`src/hw/rtl/ipst_ram.sv`:
```
// ----------------------------------------------------------------------------
// ipst_ram
// Single-port synchronous RAM, one access per cycle, registered read data.
// ----------------------------------------------------------------------------
`default_nettype none

module ipst_ram #(
   parameter int DEPTH = 16,
   parameter int WIDTH = 8
) (
   input  wire logic                     clock,
   input  wire logic                     we,
   input  wire logic [$clog2(DEPTH)-1:0] addr,
   input  wire logic [WIDTH-1:0]         wdata,
   output logic      [WIDTH-1:0]         rdata
);

   logic [WIDTH-1:0] mem [DEPTH];

   always_ff @(posedge clock) begin
      if (we) begin
         mem[addr] <= wdata;
      end
      rdata <= mem[addr];
   end

endmodule

`default_nettype wire

```
`config.mk`:
```
export PLATFORM = sky130hd
export DESIGN_NAME = ipst_ram
export DESIGN_NICKNAME = d
export VERILOG_FILES = /design/src/hw/rtl/ipst_ram.sv
export SDC_FILE = /design/constraint.sdc
export NUM_CORES = 1
export LEC_CHECK = 0
export CELL_PAD_IN_SITES_DETAIL_PLACEMENT = 1
export CELL_PAD_IN_SITES_GLOBAL_PLACEMENT = 2
export CORE_MARGIN = 2
export CORE_UTILIZATION = 43
export DETAILED_ROUTE_END_ITERATION = 8
export DONT_BUFFER_PORTS = 1
export HOLD_SLACK_MARGIN = 0.02
export PLACE_DENSITY_LB_ADDON = 0.1
export SYNTH_ARGS = -nofsm -noshare
export SYNTH_HDL_FRONTEND = slang
export SYNTH_SLANG_ARGS = --single-unit
```
`constraint.sdc`:
```
create_clock -name clock -period 4.7 [get_ports clock]
set_input_delay 0.235 -clock clock [delete_from_list [all_inputs] [get_ports clock]]
set_output_delay 0.235 -clock clock [all_outputs]
set_load 0.01 [all_outputs]
```
Word level (Yosys, flattened, before mapping)
Memories as Yosys holds them, arrays and structs flattened. A register that Yosys moved wholly into a read port is not among the register bits.
Cells that the tools add are included.
{"block": "op_classes", "div": 0, "n_eq_ne": 0, "reduce_logical": 0, "muxes": 2, "n_bitwise": 0, "n_mul": 0, "n_shift": 0, "n_lt_le_gt_ge": 0, "addsub": 0}
{"operator": "$mux 1", "n": 2}
{"block": "totals", "elab_cells": 3, "inputBits": 14, "memories": 1, "ram_bits": 128, "latchBits": 0, "rom_bits": 0, "out_inout_bits": 8, "reg_bits": 0}
{"memory": "mem", "words": 16, "word_bits": 8, "read_ports": 1, "rd_ports_with_merged_regs": 1, "write_ports": 1, "line_no": "18", "rtl": "logic [WIDTH-1:0] mem [DEPTH];"}

Longest topological paths before layout
Gate-level depths: netlist of the first run.
{"block": "depth", "word_depth": 2, "mapped_depth": 5, "mapped_depth_nobuf": 3}

Worst setup path before layout of the first run
OpenSTA, ideal clock, no wires.
{"block": "synth_timing", "path_kind": "input -> register", "from": "in addr[2]", "to": "mem mem[0][0], enable pin", "path_stages": 2, "required_ns": 4.317, "setup_slack_ns": 2.972, "t_arrival_ns": 1.345, "setup_time_ns": 0.383, "cell_sequence": "or3b_2 nor3_1"}
{"element": "from (decl)", "line_no": "13", "rtl": "input wire logic [$clog2(DEPTH)-1:0] addr,"}
{"element": "to (decl)", "line_no": "18"}
No word-level cell before the write port.

==> results_dict.tcl, run 1 <==
set metrics [dict create \
    use_met1 0.2381 \
    globalplace.congestion 0.7369 \
    grt_overflow_total 0 \
    io_buffers 0 \
    startpoint_type "flip-flop" \
    fin_worst_skew_ns 0.005763 \
    drt_first_iter_violations 146 \
    synthArstFlopShare 0 \
    setup_viol 0 \
    power_leakage_nw 1.847 \
    cts_tree "built" \
    clock_sinks 136 \
    crit_required_ns 4.99 \
    fin_crit_ns 1.412 \
    synth-compound-area-share 0.02370 \
    crit_chain "mux4_2 -> a22oi_1 -> nand2_1" \
    core_area_sq_um 11470 \
    cp.arrival_ns 1.71 \
    synth-edff-count 128 \
    grt_pass1_wl_mm 15.55 \
    synth_fa_ha_area_frac 0 \
    clock_path_buffers 2 \
    path_class "reg2reg" \
    p_switching_w 0.0005145 \
    cts_max_level 4 \
    clk_latency_ns 0.41 \
    area_delta_synth_final_pct 15.19 \
    dr.pass1.iters 4 \
    synth-seq-cells 136 \
    ant_nets 0 \
    power_frac_clock 0.459 \
    max_stage_delay_ns 0.47 \
    synth_common_cells "128 x edfxtp_1, 32 x mux4_2, 16 x a22oi_1" \
    slew_viol_final 0 \
    drive_above_1_share 0.2269 \
    p_seq_frac 0.505 \
    drv_cap 0 \
    die_y_um 112.6 \
    num_rows 39 \
    cts.root.buffer_cell "clkbuf_16" \
    synthTopCellsByArea "edfxtp_1 76%, mux4_2 14%, dfxtp_1 3.2%, a22oi_1 2.4%, nor2_1 0.96%" \
    antenna_found_initial 2 \
    grt_use_met3 0.06102 \
    avgSynthCellArea_sq_um 22.03 \
    path_max_fanout 1 \
    dieWidth_um 112.6 \
    hp-class "in2reg" \
    clkTransAtPathRegs_ns 0.06 \
    cp_slowest_cell "mux4_2" \
    syn_inst 230 \
    fmax_ghz 0.7083 \
    stdcell_count 405 \
    yosys.area_share.simple 0.03210 \
    synth_top_family_by_area "multiplexers" \
    grt_max_degree 40 \
    status "finished clean" \
    p_per_area_nw_per_um2 464.8 \
    finalInstanceArea_sq_um 5837 \
    grt_setup_unrepaired "false" \
    synth-xor-area-share 0 \
    slew_headroom 0.2266 \
    pin_count 22 \
    vias 2254 \
    hold_viol 0 \
    viasPerCell 5.565 \
    synth_ff_type "edfxtp_1" \
    initial_core_util 0.4419 \
    ys_types 18 \
    grt_usage 0.1780 \
    critPathCaptureType "flip-flop" \
    synth.area.mux_share 0.1422 \
    routed_wl_mm 10.32 \
    dpl.hpwl_mm 6.169 \
    grt_pass1_vias 2440 \
    final_core_util 0.5090 \
    p_int_w 0.002199 \
    die_area_sq_um 12670 \
    setup-tns-final_ns 0 \
    comb_power_share 0.036 \
    top_usage_layer "met2" \
    place_area_sq_um 5186 \
    synth_top_area_cell "edfxtp_1" \
    numCtsBuffers 17 \
    gr-usage-met2 0.2635 \
    wl_per_cell_um 25.48 \
    yosysTopAreaCellShare 0.7585 \
    synth_area_sq_um 5067 \
    ys_warn_count 0 \
    post-route-period-util 0.3004 \
    final_net_count 261 \
    synth_most_common_cell "edfxtp_1" \
    drc 0 \
    synth_seq_area_share 0.7901 \
    switching_share 0.1896 \
    tightest_slew_ns 1.151 \
    cts_setup_buffers 0 \
    dp.cells 362 \
    syn-num-nets 244 \
    ir_worst_vdd_mv 0.2331 \
]
## per-stage QoR
step                hold WS [ns]  worst slack (ns)  total power, W
finish                   0.08637             3.288        0.002713
global route             0.08159             3.201        0.002787
CTS                       0.1473             3.028        0.002732
detailed placement        0.3352             2.588        0.001469
global placement          0.3354             2.745        0.001467
floorplan                 0.3339             2.972        0.001461
## layout by cell type (no fill, tap or decap)
cell type	count
diode_2	2
bufinv_16	1
a22oi_1	16
nand3b_1	2
clkbuf_8	5
nand2b_1	2
nor3_1	4
or3b_2	1
nand3_1	1
dlygate4sd3_1	8
clkinv_2	2
and2_1	1
buf_2	1
nor2b_1	2
clkbuf_1	7
nand2_1	9
dfxtp_1	8
clkbuf_16	17
mux4_2	32
edfxtp_1	128
nor2_1	13
## kinds of logic after synthesis
group	count (synthesis)
flip-flops	136
AO/OA/AOI/OAI	16
AND/OR/NAND/NOR	35
buffers and inverters	11
multiplexers	32
## power by group through the flow
stage	Clock, W	Sequential (W)	Combinational [W]
floorplan	0	0.00139	0.0000699
global placement	0	0.00139	0.0000737
detailed placement	0	0.00139	0.0000745
CTS	0.00126	0.00137	0.0000992
global route	0.00131	0.00137	0.000105
finish	0.00125	0.00137	0.0000980
## critical path: cells and delay by family (launching register included)
| kind | cells | cell delay, ns |
|---|---|---|
| muxes | 1 | 0.47 |
| and+or+nand+nor | 1 | 0.09 |
| AOI/OAI and AO/OA | 1 | 0.35 |
| DFF | 1 | 0.38 |
## area by class of cell
type	instances	area [sq um]
fill	990	5630
clock buffer	29	520.5
multi-input combinational	83	1003
timing repair buffer	9	85.08
tap	143	178.9
antenna	2	5.005
sequential	136	4004
clock inverter	3	40.04
## what timing repair did
action	4_1_cts	5_1_grt
gates resized for setup	0	0
hold buffers	8	0
endpoints found under the hold margin	128	0
## sequential cells by signal (all words and copies together), names as in the netlist
register / count
mem: 128
rdata: 8
## metal layers
metal	wire length [um]	vias to the layer above
li1	-	997
met1	4542	1172
met2	4855	66
met3	670	19
met4	252	0
met5	0	-
## final timing paths
kind              startpoint        end  slack, ns  cells past startpoint
hold / removal       addr[0]  mem[0][0]       0.09                      1
setup reg to reg   mem[0][7]   rdata[7]       3.29                      3
hold reg to reg   mem[11][1]   rdata[1]       0.71                      3
setup / recovery   mem[0][7]   rdata[7]       3.29                      3
Power figures use the tool's default switching activity.
==> run 2, diff against run 1 <==
Clock period 4.7 ns to 1.4 ns, I/O delays scaled along.
==> results_dict.tcl, run 2 (synthesis results as in run 1) <==
set metrics [dict create \
    grt_pass1_wl_mm 16.65 \
    final_core_util 0.5265 \
    top_regs "mem (128), rdata (8)" \
    path_class "reg2reg" \
    status "finished clean" \
    vias 2391 \
    fin_worst_skew_ns 0.007435 \
    place_area_sq_um 5346 \
    reg2reg_to "rdata[3]" \
    hold_viol 0 \
    grt_max_degree 37 \
    power_frac_clock 0.445 \
    slew_viol_final 0 \
    largest_reg_flops 128 \
    hp-class "in2reg" \
    whs_path_depth 3 \
    core_area_sq_um 11470 \
    ant_nets 0 \
    wl_per_cell_um 25.58 \
    p_switching_w 0.001749 \
    p_int_w 0.007227 \
    drv_cap 0 \
    final_net_count 284 \
    max_stage_delay_ns 0.53 \
    area_delta_synth_final_pct 19.14 \
    initial_core_util 0.4419 \
    cts_tree "built" \
    slew_headroom 0.5146 \
    layout_common_cells "128 x edfxtp_1, 32 x mux4_2, 19 x buf_4" \
    top_register "mem" \
    pin_count 22 \
    dp.cells 381 \
    startpoint_type "flip-flop" \
    whs_endpoint "rdata[2]" \
    ir_worst_vdd_mv 0.7939 \
    critPathCaptureType "flip-flop" \
    cts_max_level 4 \
    clk_latency_ns 0.41 \
    path_max_fanout 1 \
    power_w 0.008976 \
    reg2reg_slack_ns 0.02 \
    power_leakage_nw 1.965 \
    clkTransAtPathRegs_ns 0.05 \
    crit_required_ns 1.69 \
    p_per_area_nw_per_um2 1487 \
    io_buffers 0 \
    grt_pass1_vias 2612 \
    cts_setup_buffers 0 \
    finalInstanceArea_sq_um 6037 \
    die_area_sq_um 12670 \
    routed_wl_mm 10.90 \
    tightest_slew_ns 0.7266 \
    setup_viol 0 \
    comb_power_share 0.042 \
    numCtsBuffers 17 \
    grt_usage 0.1892 \
    clock_sinks 136 \
    grt_overflow_total 0 \
    stdcell_count 426 \
    grt_setup_unrepaired "false" \
    drt_first_iter_violations 149 \
    clock_path_buffers 2 \
    drc 0 \
    cts.root.buffer_cell "clkbuf_16" \
    p_seq_frac 0.513 \
    fin_crit_ns 1.376 \
    diodes 0 \
    viasPerCell 5.613 \
    cp_slowest_cell "mux4_2" \
    fmax_ghz 0.7269 \
    globalplace.congestion 0.7473 \
    crit_chain "mux4_2 -> a22oi_2 -> nand2_1" \
    post-route-period-util 0.9827 \
    dr.pass1.iters 5 \
    r2r_cells 3 \
    num_rows 39 \
    antenna_found_initial 0 \
    mostFrequentLayoutCell "edfxtp_1" \
    cp.arrival_ns 1.66 \
    dpl.hpwl_mm 6.730 \
    rr_startpoint "mem[7][3]" \
    worstHoldStart "addr[1]" \
    fillers 992 \
    dieWidth_um 112.6 \
    drive_above_1_share 0.3039 \
    switching_share 0.1949 \
    die_y_um 112.6 \
]
## run 2: cell count changes in the layout (fill, tap and decap cells not counted), sizes merged
cell and delta:
bufinv -1, dlymetal6s4s +1, dlygate4sd3 +3, diode -2
buf +19, clkinvlp +1
## run 2: worst max-delay path, delay by kind of cell, from the launching register on
family / cells / cell delay, ns
flops: 1 / 0.37
simple gates: 1 / 0.12
compound gates: 1 / 0.22
mux: 1 / 0.53
## run 2: layer usage
layer | up-vias | GRT usage | part of all wire
li1 | 1040 | - | -
met1 | 1277 | 0.2408 | 0.44
met2 | 61 | 0.3038 | 0.51
met3 | 13 | 0.06371 | 0.041
met4 | 0 | 0.07154 | 0.016
met5 | - | 0 | 0
## run 2: how the worst max path moves through the flow
stage	startpoint	end	slack, ns
3_5_place_dp	mem[7][3]	rdata[3]	-0.04
3_3_place_gp	mem[3][3]	rdata[3]	0.01
5_1_grt	mem[7][3]	rdata[3]	0.0004
4_1_cts	mem[1][3]	rdata[3]	0.03
2_1_floorplan	addr[1]	mem[12][0]	-0.11
6_report	mem[7][3]	rdata[3]	0.02
## run 2: power groups by stage
stage / Sequential (W) / Clock [W] / Combinational [W]
after global placement: 0.00468 / 0 / 0.000259
after global routing: 0.00461 / 0.00425 / 0.000405
after CTS: 0.00461 / 0.00409 / 0.000381
final: 0.00460 / 0.00400 / 0.000374
after floorplan: 0.00467 / 0 / 0.000238
after detailed placement: 0.00469 / 0 / 0.000264
## run 2: final cells by class
type / count / area [sq um] / share of cell area
well taps: 143 / 178.9 / 0.02964
flip-flops and latches: 136 / 4004 / 0.6632
clock inverters: 3 / 17.52 / 0.002902
repair buffers: 32 / 285.3 / 0.04725
clock buffers: 29 / 520.5 / 0.08622
multi-input cells: 83 / 1031 / 0.1708
## run 2: timing repair
item | in CTS | in global routing
endpoints found under the setup margin | 2 | 2
gates resized for setup | 2 | 1
hold buffers | 13 | 0
endpoints found under the hold margin | 144 | 0
pin swaps | 0 | 1
## run 2: stage by stage
stage	TNS (ns)	hold WS, ns	setup slack (ns)
final	0	0.02975	0.02426
after floorplan	-8.062	0.1689	-0.1081
after detailed placement	-0.06973	0.1697	-0.03979
after CTS	0	0.02133	0.03082
after global routing	0	0.02778	0.0004319
after global placement	0	0.1699	0.01140
