===== src/hw/rtl/ipst_pkg.sv =====
// ----------------------------------------------------------------------------
// ipst_pkg
// Shared sizes, codes and structs of the incremental prime sieve table.
// ----------------------------------------------------------------------------
`default_nettype none

package ipst_pkg;

   localparam int VALUE_BITS    = 32;
   localparam int TABLE_DEPTH   = 8192;
   localparam int SEGMENT_SIZE  = 4096;

   localparam int TABLE_ADDR_BITS = $clog2(TABLE_DEPTH);
   localparam int COUNT_BITS      = $clog2(TABLE_DEPTH + 1);
   localparam int SEG_ADDR_BITS   = $clog2(SEGMENT_SIZE);
   localparam int SEG_LEN_BITS    = $clog2(SEGMENT_SIZE + 1);
   localparam int DIV_STEP_BITS   = $clog2(VALUE_BITS + 1);

   localparam int CMD_BITS    = 2;
   localparam int INDEX_BITS  = 14;
   localparam int STATUS_BITS = 2;
   localparam int ANSWER_BITS = 32;
   localparam int SCOUNT_BITS = 14;

   typedef enum logic [CMD_BITS-1:0] {
      CMD_EXTEND       = 2'd0,
      CMD_EXTEND_COUNT = 2'd1,
      CMD_READ         = 2'd2,
      CMD_CLEAR        = 2'd3
   } cmd_type;

   typedef enum logic [STATUS_BITS-1:0] {
      STAT_OK    = 2'd0,
      STAT_INDEX = 2'd1,
      STAT_FULL  = 2'd2
   } status_type;

   typedef struct packed {
      logic                  start;
      logic [VALUE_BITS-1:0] dividend;
      logic [VALUE_BITS-1:0] divisor;
   } div_req_type;

   typedef struct packed {
      logic                  done;
      logic [VALUE_BITS-1:0] remainder;
   } div_rsp_type;

endpackage

`default_nettype wire


===== src/hw/rtl/ipst_rem.sv =====
// ----------------------------------------------------------------------------
// ipst_rem
// Restoring remainder unit, one quotient bit per cycle.
// ----------------------------------------------------------------------------
`default_nettype none

module ipst_rem (
   input  wire logic                  clock,
   input  wire logic                  reset,
   input  wire ipst_pkg::div_req_type div_req,
   output ipst_pkg::div_rsp_type      div_rsp
);
   import ipst_pkg::*;

   logic                     busy_ff, busy_in;
   logic                     done_ff, done_in;
   logic [DIV_STEP_BITS-1:0] step_ff, step_in;
   logic [VALUE_BITS-1:0]    shift_ff, shift_in;
   logic [VALUE_BITS-1:0]    dsr_ff, dsr_in;
   logic [VALUE_BITS:0]      rem_ff, rem_in;
   logic [VALUE_BITS:0]      trial;

   always_comb begin
      busy_in  = busy_ff;
      done_in  = 1'b0;
      step_in  = step_ff;
      shift_in = shift_ff;
      dsr_in   = dsr_ff;
      rem_in   = rem_ff;
      trial    = {rem_ff[VALUE_BITS-1:0], shift_ff[VALUE_BITS-1]};
      if (div_req.start) begin
         busy_in  = 1'b1;
         step_in  = '0;
         shift_in = div_req.dividend;
         dsr_in   = div_req.divisor;
         rem_in   = '0;
      end else if (busy_ff) begin
         shift_in = {shift_ff[VALUE_BITS-2:0], 1'b0};
         if (trial >= {1'b0, dsr_ff}) begin
            rem_in = trial - {1'b0, dsr_ff};
         end else begin
            rem_in = trial;
         end
         step_in = step_ff + 1'b1;
         if (step_ff == DIV_STEP_BITS'(VALUE_BITS - 1)) begin
            busy_in = 1'b0;
            done_in = 1'b1;
         end
      end
   end

   always_ff @(posedge clock) begin
      if (reset) begin
         busy_ff <= 1'b0;
         done_ff <= 1'b0;
      end else begin
         busy_ff <= busy_in;
         done_ff <= done_in;
      end
      step_ff  <= step_in;
      shift_ff <= shift_in;
      dsr_ff   <= dsr_in;
      rem_ff   <= rem_in;
   end

   assign div_rsp.done      = done_ff;
   assign div_rsp.remainder = rem_ff[VALUE_BITS-1:0];

endmodule

`default_nettype wire


===== config.mk =====
export PLATFORM = sky130hd
export DESIGN_NAME = ipst_rem
export DESIGN_NICKNAME = d
export VERILOG_FILES = /design/src/hw/rtl/ipst_pkg.sv /design/src/hw/rtl/ipst_rem.sv
export SDC_FILE = /design/constraint.sdc
export NUM_CORES = 1
export LEC_CHECK = 0
export BUFFER_PORTS_ARGS = -buffer_cell sky130_fd_sc_hd__buf_2
export CELL_PAD_IN_SITES_DETAIL_PLACEMENT = 1
export CELL_PAD_IN_SITES_GLOBAL_PLACEMENT = 2
export CORE_MARGIN = 5
export CORE_UTILIZATION = 39
export DETAILED_ROUTE_END_ITERATION = 12
export PLACE_DENSITY_LB_ADDON = 0.1
export SYNTH_ARGS = -nofsm -noshare
export SYNTH_HDL_FRONTEND = slang
export SYNTH_SLANG_ARGS = --single-unit

===== constraint.sdc =====
create_clock -name clock -period 5.1 [get_ports clock]
set_input_delay 0.765 -clock clock [delete_from_list [all_inputs] [get_ports clock]]
set_output_delay 0.765 -clock clock [all_outputs]
set_load 0.05 [all_outputs]

Word-level counts from Yosys, hierarchy flattened
Index checks and enable logic that the tools add are counted.
{"block": "classes", "n_mux": 7, "eq_ne": 1, "n_lt_le_gt_ge": 1, "addsub": 2, "bitwise_logic": 1, "n_reduce_logical": 2}
{"cell": "2-to-1 mux 32 bit", "count": 3}
{"cell": "greater-or-equal comparator 33 x 32 -> 1 bit", "count": 1}
{"cell": "subtractor 32 bit", "count": 1}
{"cell": "adder 6 x 1 -> 6 bit, second input constant", "count": 1}
{"cell": "equality test 6 x 5 -> 1 bit, second input constant", "count": 1}
{"cell": "2-to-1 mux 1 bit", "count": 4}
{"cell": "OR reduction 3 bit", "count": 1}
{"cell": "nonzero test 2 bit", "count": 1}
{"cell": "NOT 1 bit", "count": 1}
{"block": "totals", "input_bits": 67, "ff_bits": 104}

Depth between registers and ports, before layout
{"block": "logic_depth", "depth_word": 4, "mapped_depth": 14, "depth_no_buf": 13}

Least setup slack after synthesis
Ideal clock, no wire load.
{"block": "synth_path", "kind": "reg2reg", "from": "register rem_ff[13]", "to": "register rem_ff[12]", "slack_ns": 2.030, "period_less_slack_ns": 3.070, "setup_ns": 0.086, "required_time_ns": 5.014, "stages_incl_launch_ff": 13, "t_arrival_ns": 2.985, "path_cell_list": "dfxtp_1 ha_1 a211o_1 a21oi_2 nand2_2 a221oi_4 a31oi_4 a211oi_2 o211ai_2 buf_6 buf_6 mux2i_1 a211oi_1"}
{"block": "synth_between", "elab_chain_len": 2}
{"element": "start, declared", "line_no": "ipst_rem.sv:20", "text": "logic [VALUE_BITS:0] rem_ff, rem_in;"}
{"element": "start signal, assigned", "line_no": "ipst_rem.sv:63", "text": "rem_ff <= rem_in;"}
{"element": "greater-or-equal comparator 33 x 32 -> 1 bit", "line_no": "ipst_rem.sv:39", "text": "if (trial >= {1'b0, dsr_ff}) begin"}
{"element": "2-to-1 mux 32 bit", "line_no": "ipst_rem.sv:39"}
No other way between the ends.
A chain may end at the register's enable or synchronous reset.

Final worst setup path
{"block": "layout_path", "from": "register rem_ff[3]", "to": "register rem_ff[22]"}
{"block": "layout_between", "elab_chain_len": 2, "word_cells_on_any_way": 3}
{"element": "subtractor 32 bit or greater-or-equal comparator 33 x 32 -> 1 bit (tied branches)", "line_no": "ipst_rem.sv:40, ipst_rem.sv:39"}
{"element": "2-to-1 mux 32 bit *", "line_no": "ipst_rem.sv:39"}
Mark *: on every way between the ends. The rest lies on a longest branch, timed or not.

==> results by group <==
Synth
  • Compound-cell area share of the yosys netlist: 14.9%
  • Yosys top cell by area: edfxtp_1
  • Unique masters post-synth: 56
  • Xor and xnor fraction of the mapped netlist area: 4.98%
  • Largest family of logic cells by synthesized area: compound AO/OA/AOI/OAI gates
  • Syn_nets: 646
  • Simple logic cell fraction of the synthesized area: approximately a tenth
  • Flip-flop and latch count after synthesis: 104
  • Most common flop cell mapped by yosys: edfxtp_1
  • Number of warnings printed during yosys synthesis: 0
  • Area fraction of the dominant cell type after synthesis: 33.1%
  • Adder-cell share of the synthesized area: approximately 7.5%
  • Part of the Yosys area used for sequential elements: 46.9%
  • Number of synthesized flops with an enable pin: 64
  • Post-Synthesis Cells: around 550
  • Post-synthesis instance area: 5810 um2
  • Proportion of synthesized area in mux cells: around 11%
  • Synth area leaders: edfxtp_1 (33%), dfxtp_1 (14%), ha_1 (7.1%)
  • Post-synthesis area per instance: 10.7 um2
  • Share of async-settable or async-resettable flops after synthesis: 0%

Timing
  • Share of the clock period used by the worst path after layout: 67.0%
  • Count of final setup violators: 0
  • Count of endpoints failing hold in the final timing report: 0
  • Worst-Margin Slew: 1240 ps
  • Highest clock rate: 293 MHz
  • Setup clock skew after layout: 9.29 ps
  • Max Slew Vio Count: 0
  • Post-Route Setup TNS: 0 ps
  • Max_slew headroom: 17.1%
  • Minimum setup slack in the final design: around 1700 ps
  • Worst hold margin: roughly 500 ps
  • Clock period minus worst slack: 3420 ps
  • Setup repair after global routing missed its margin: no

Place
  • PortBufs: 99
  • Weighted congestion reported at the end of routability-driven placement: 0.821
  • Worst setup slack before clock tree synthesis: around 1600 ps
  • Placed wire-length estimate after detailed placement: 11.2 mm
  • Dpl cell area: 6460 um2

Finish
  • Share of post-route cells with drive strength above 1: 26.0%
  • Commonest cells after routing, fill and taps aside: buf_2 (98), edfxtp_1 (64), nor2_1 (41)
  • Area overhead of the layout relative to synthesis: 16.9%
  • ANT cells: 0
  • Design area: between 6000 and 7000 um2
  • Count of fill cells added during filler insertion: 1647
  • # nets final: between 700 and 800
  • Area taken by flip-flops and latches: 2720 um2
  • Area of the multi-input gates: 2830 um2
  • Most common cell after layout, fill and taps aside: buf_2

Global routing
  • Number of antenna violations at the first check in global routing: 0
  • Final global-route overflow total: 0
  • Total routing resource utilization after global routing: about 17%
  • Number of global-route vias before repair: 4715
  • Pin count of the biggest net entering global routing: 56
  • Wire length of the first global-routing pass: between 20 and 25 mm

Clock network
  • Number of buffers added to fix hold violations after cts: 0
  • Number of CTS-inserted buffers: 9
  • Root cell of the clock tree: clkbuf_16
  • Worst-path clk slew: 80 ps
  • Clock latency of the later-clocked register in the worst-skew pair: 360 ps
  • Clk buf depth: 2
  • Number of H-tree levels: 3
  • CTS tree: yes
  • Total of cells resized after clock tree synthesis: 0
  • Number of post-CTS setup repair buffers: 0
  • Clk sink count: 104

Route
  • Met3 wire len: ~520 um
  • Number of nets with antenna violations after detailed routing: 0
  • Count of vias placed by the detailed router: ~4400
  • Drt wl/cell: about 18 um
  • Vias per Instance: 5.29
  • Post-route DRC violation count: 0
  • Total wire length after detailed routing: around 15 mm
  • Met1 Wirelength: 6.72 mm
  • WL met2: 7.53 mm
  • Highest routed metal layer: met4
  • First-pass iteration count of the detailed router: 4
  • Initial detailed-routing violation count: slightly below 200

Run status
  • Outcome: complete, no violations

Setup path
  • Worst flop-to-flop path startpoint: rem_ff[3]
  • Category of the most critical setup path: reg2reg
  • First element of the critical path: rem_ff[3]
  • CP Max Fanout: 12
  • Worst setup EP type: flip-flop
  • Startpoint class of the critical path: flip-flop
  • Crit path arrival time: 3690 ps
  • Required time at the endpoint of the critical path: 5380 ps

Run
  • Count of maximum capacitance violations: 0

Pwr
  • Static leakage: 2.85 nW
  • Pwr per Cell Area: 321 nW/um2
  • Power dissipated by switching net loads: 0.651 mW
  • Relative contribution of the clock network to total power: 34.7%
  • Switching part of the total power: 29.9%
  • Combinational Power Share: a little under 20%
  • Internal: between 1.5 and 2 mW
  • Sequential share of power: 45.6%
  • Worst ir drop on vdd: 0.242 mV

Die
  • Core Footprint: 14600 um2
  • Initial Utilization: between 30% and 40%
  • Number of placed I/O pins: 100
  • Die extent in y: 132 um
  • Overall die area: 17400 um2
  • Cell row count: 44
  • Horizontal die dimension: 132 um

Hold path
  • Hold/Removal Path Class: reg2reg
  • Launch point of the worst hold path: rem_ff[27]
[flip-flops by register name, summed over array words and instances (netlist names)]
name / flops
busy_ff: 1
done_ff: 1
dsr_ff: 32
rem_ff: 32
shift_ff: 32
step_ff: 6
[through the flow]
step / power (mW) / utilization (%) / cells
final: 2.18 / 46.5 / 826
after global routing: 2.30 / 46.5 / 826
after CTS: 2.22 / 46.5 / 826
after detailed placement: 1.45 / 44.3 / 810
after global placement: 1.43 / 44.3 / 810
after floorplan: 1.32 / - / 545
[Yosys cell counts, types with 16 or more instances]
cell type,n
edfxtp_1,64
nor2_1,42
dfxtp_1,40
inv_1,39
nand2_1,37
a21oi_1,35
ha_1,33
mux2_2,31
o21ai_0,31
mux2i_1,27
xor2_1,17
a211oi_1,16
clkbuf_1,16
xnor2_1,16
[routing by layer]
metal  GRT usage (%)  up-vias
met2            29.9       65
met3            3.28       11
met4            4.29        0
li1                -     2158
met5               0        -
met1            22.5     2137
[power groups by stage]
| stage | registers [mW] | clock network (mW) | logic [mW] |
|---|---|---|---|
| 2_1_floorplan | 1.05 | 0 | 0.270 |
| 3_3_place_gp | 1.01 | 0 | 0.422 |
| 3_5_place_dp | 1.02 | 0 | 0.432 |
| 4_1_cts | 0.997 | 0.785 | 0.436 |
| 5_1_grt | 1.00 | 0.819 | 0.475 |
| 6_report | 0.995 | 0.757 | 0.430 |
[worst max-delay path: stages (launching register included)]
cell	delay [ps]
dfxtp_1	350
ha_1	410
nand3_1	130
o21bai_1	210
a21oi_2	190
o211ai_1	200
a31oi_4	340
a211oi_2	140
o211ai_4	470
buf_4	340
mux2_4	330
a211oi_2	210
[path summary, 6_finish.rpt]
check / endpoint / slack (ps) / depth (start not counted)
min reg2reg: rem_ff[27] / 500 / 2
max reg2reg: rem_ff[22] / 1680 / 11
min: rem_ff[27] / 500 / 2
max: rem_ff[22] / 1680 / 11
[cell families (layout without fill, tap and decap cells)]
kind of cell	after synthesis	count (layout)
XOR/XNOR	33	33
AND/OR/NAND/NOR	124	124
adder cells (fa/ha/maj)	34	34
AO/OA/AOI/OAI	128	128
multiplexers	60	60
flip-flops	104	104
buffers and inverters	62	159
[final cells by class]
cell class,count,share of cell area [%]
clock buffer,9,3.32
clock inverter,7,1.46
inverter,39,2.16
multi-input combinational,379,41.7
sequential,104,40.1
tap,184,3.39
timing repair buffer,104,7.89
Note: power is estimated with default switching activity, not from simulation.
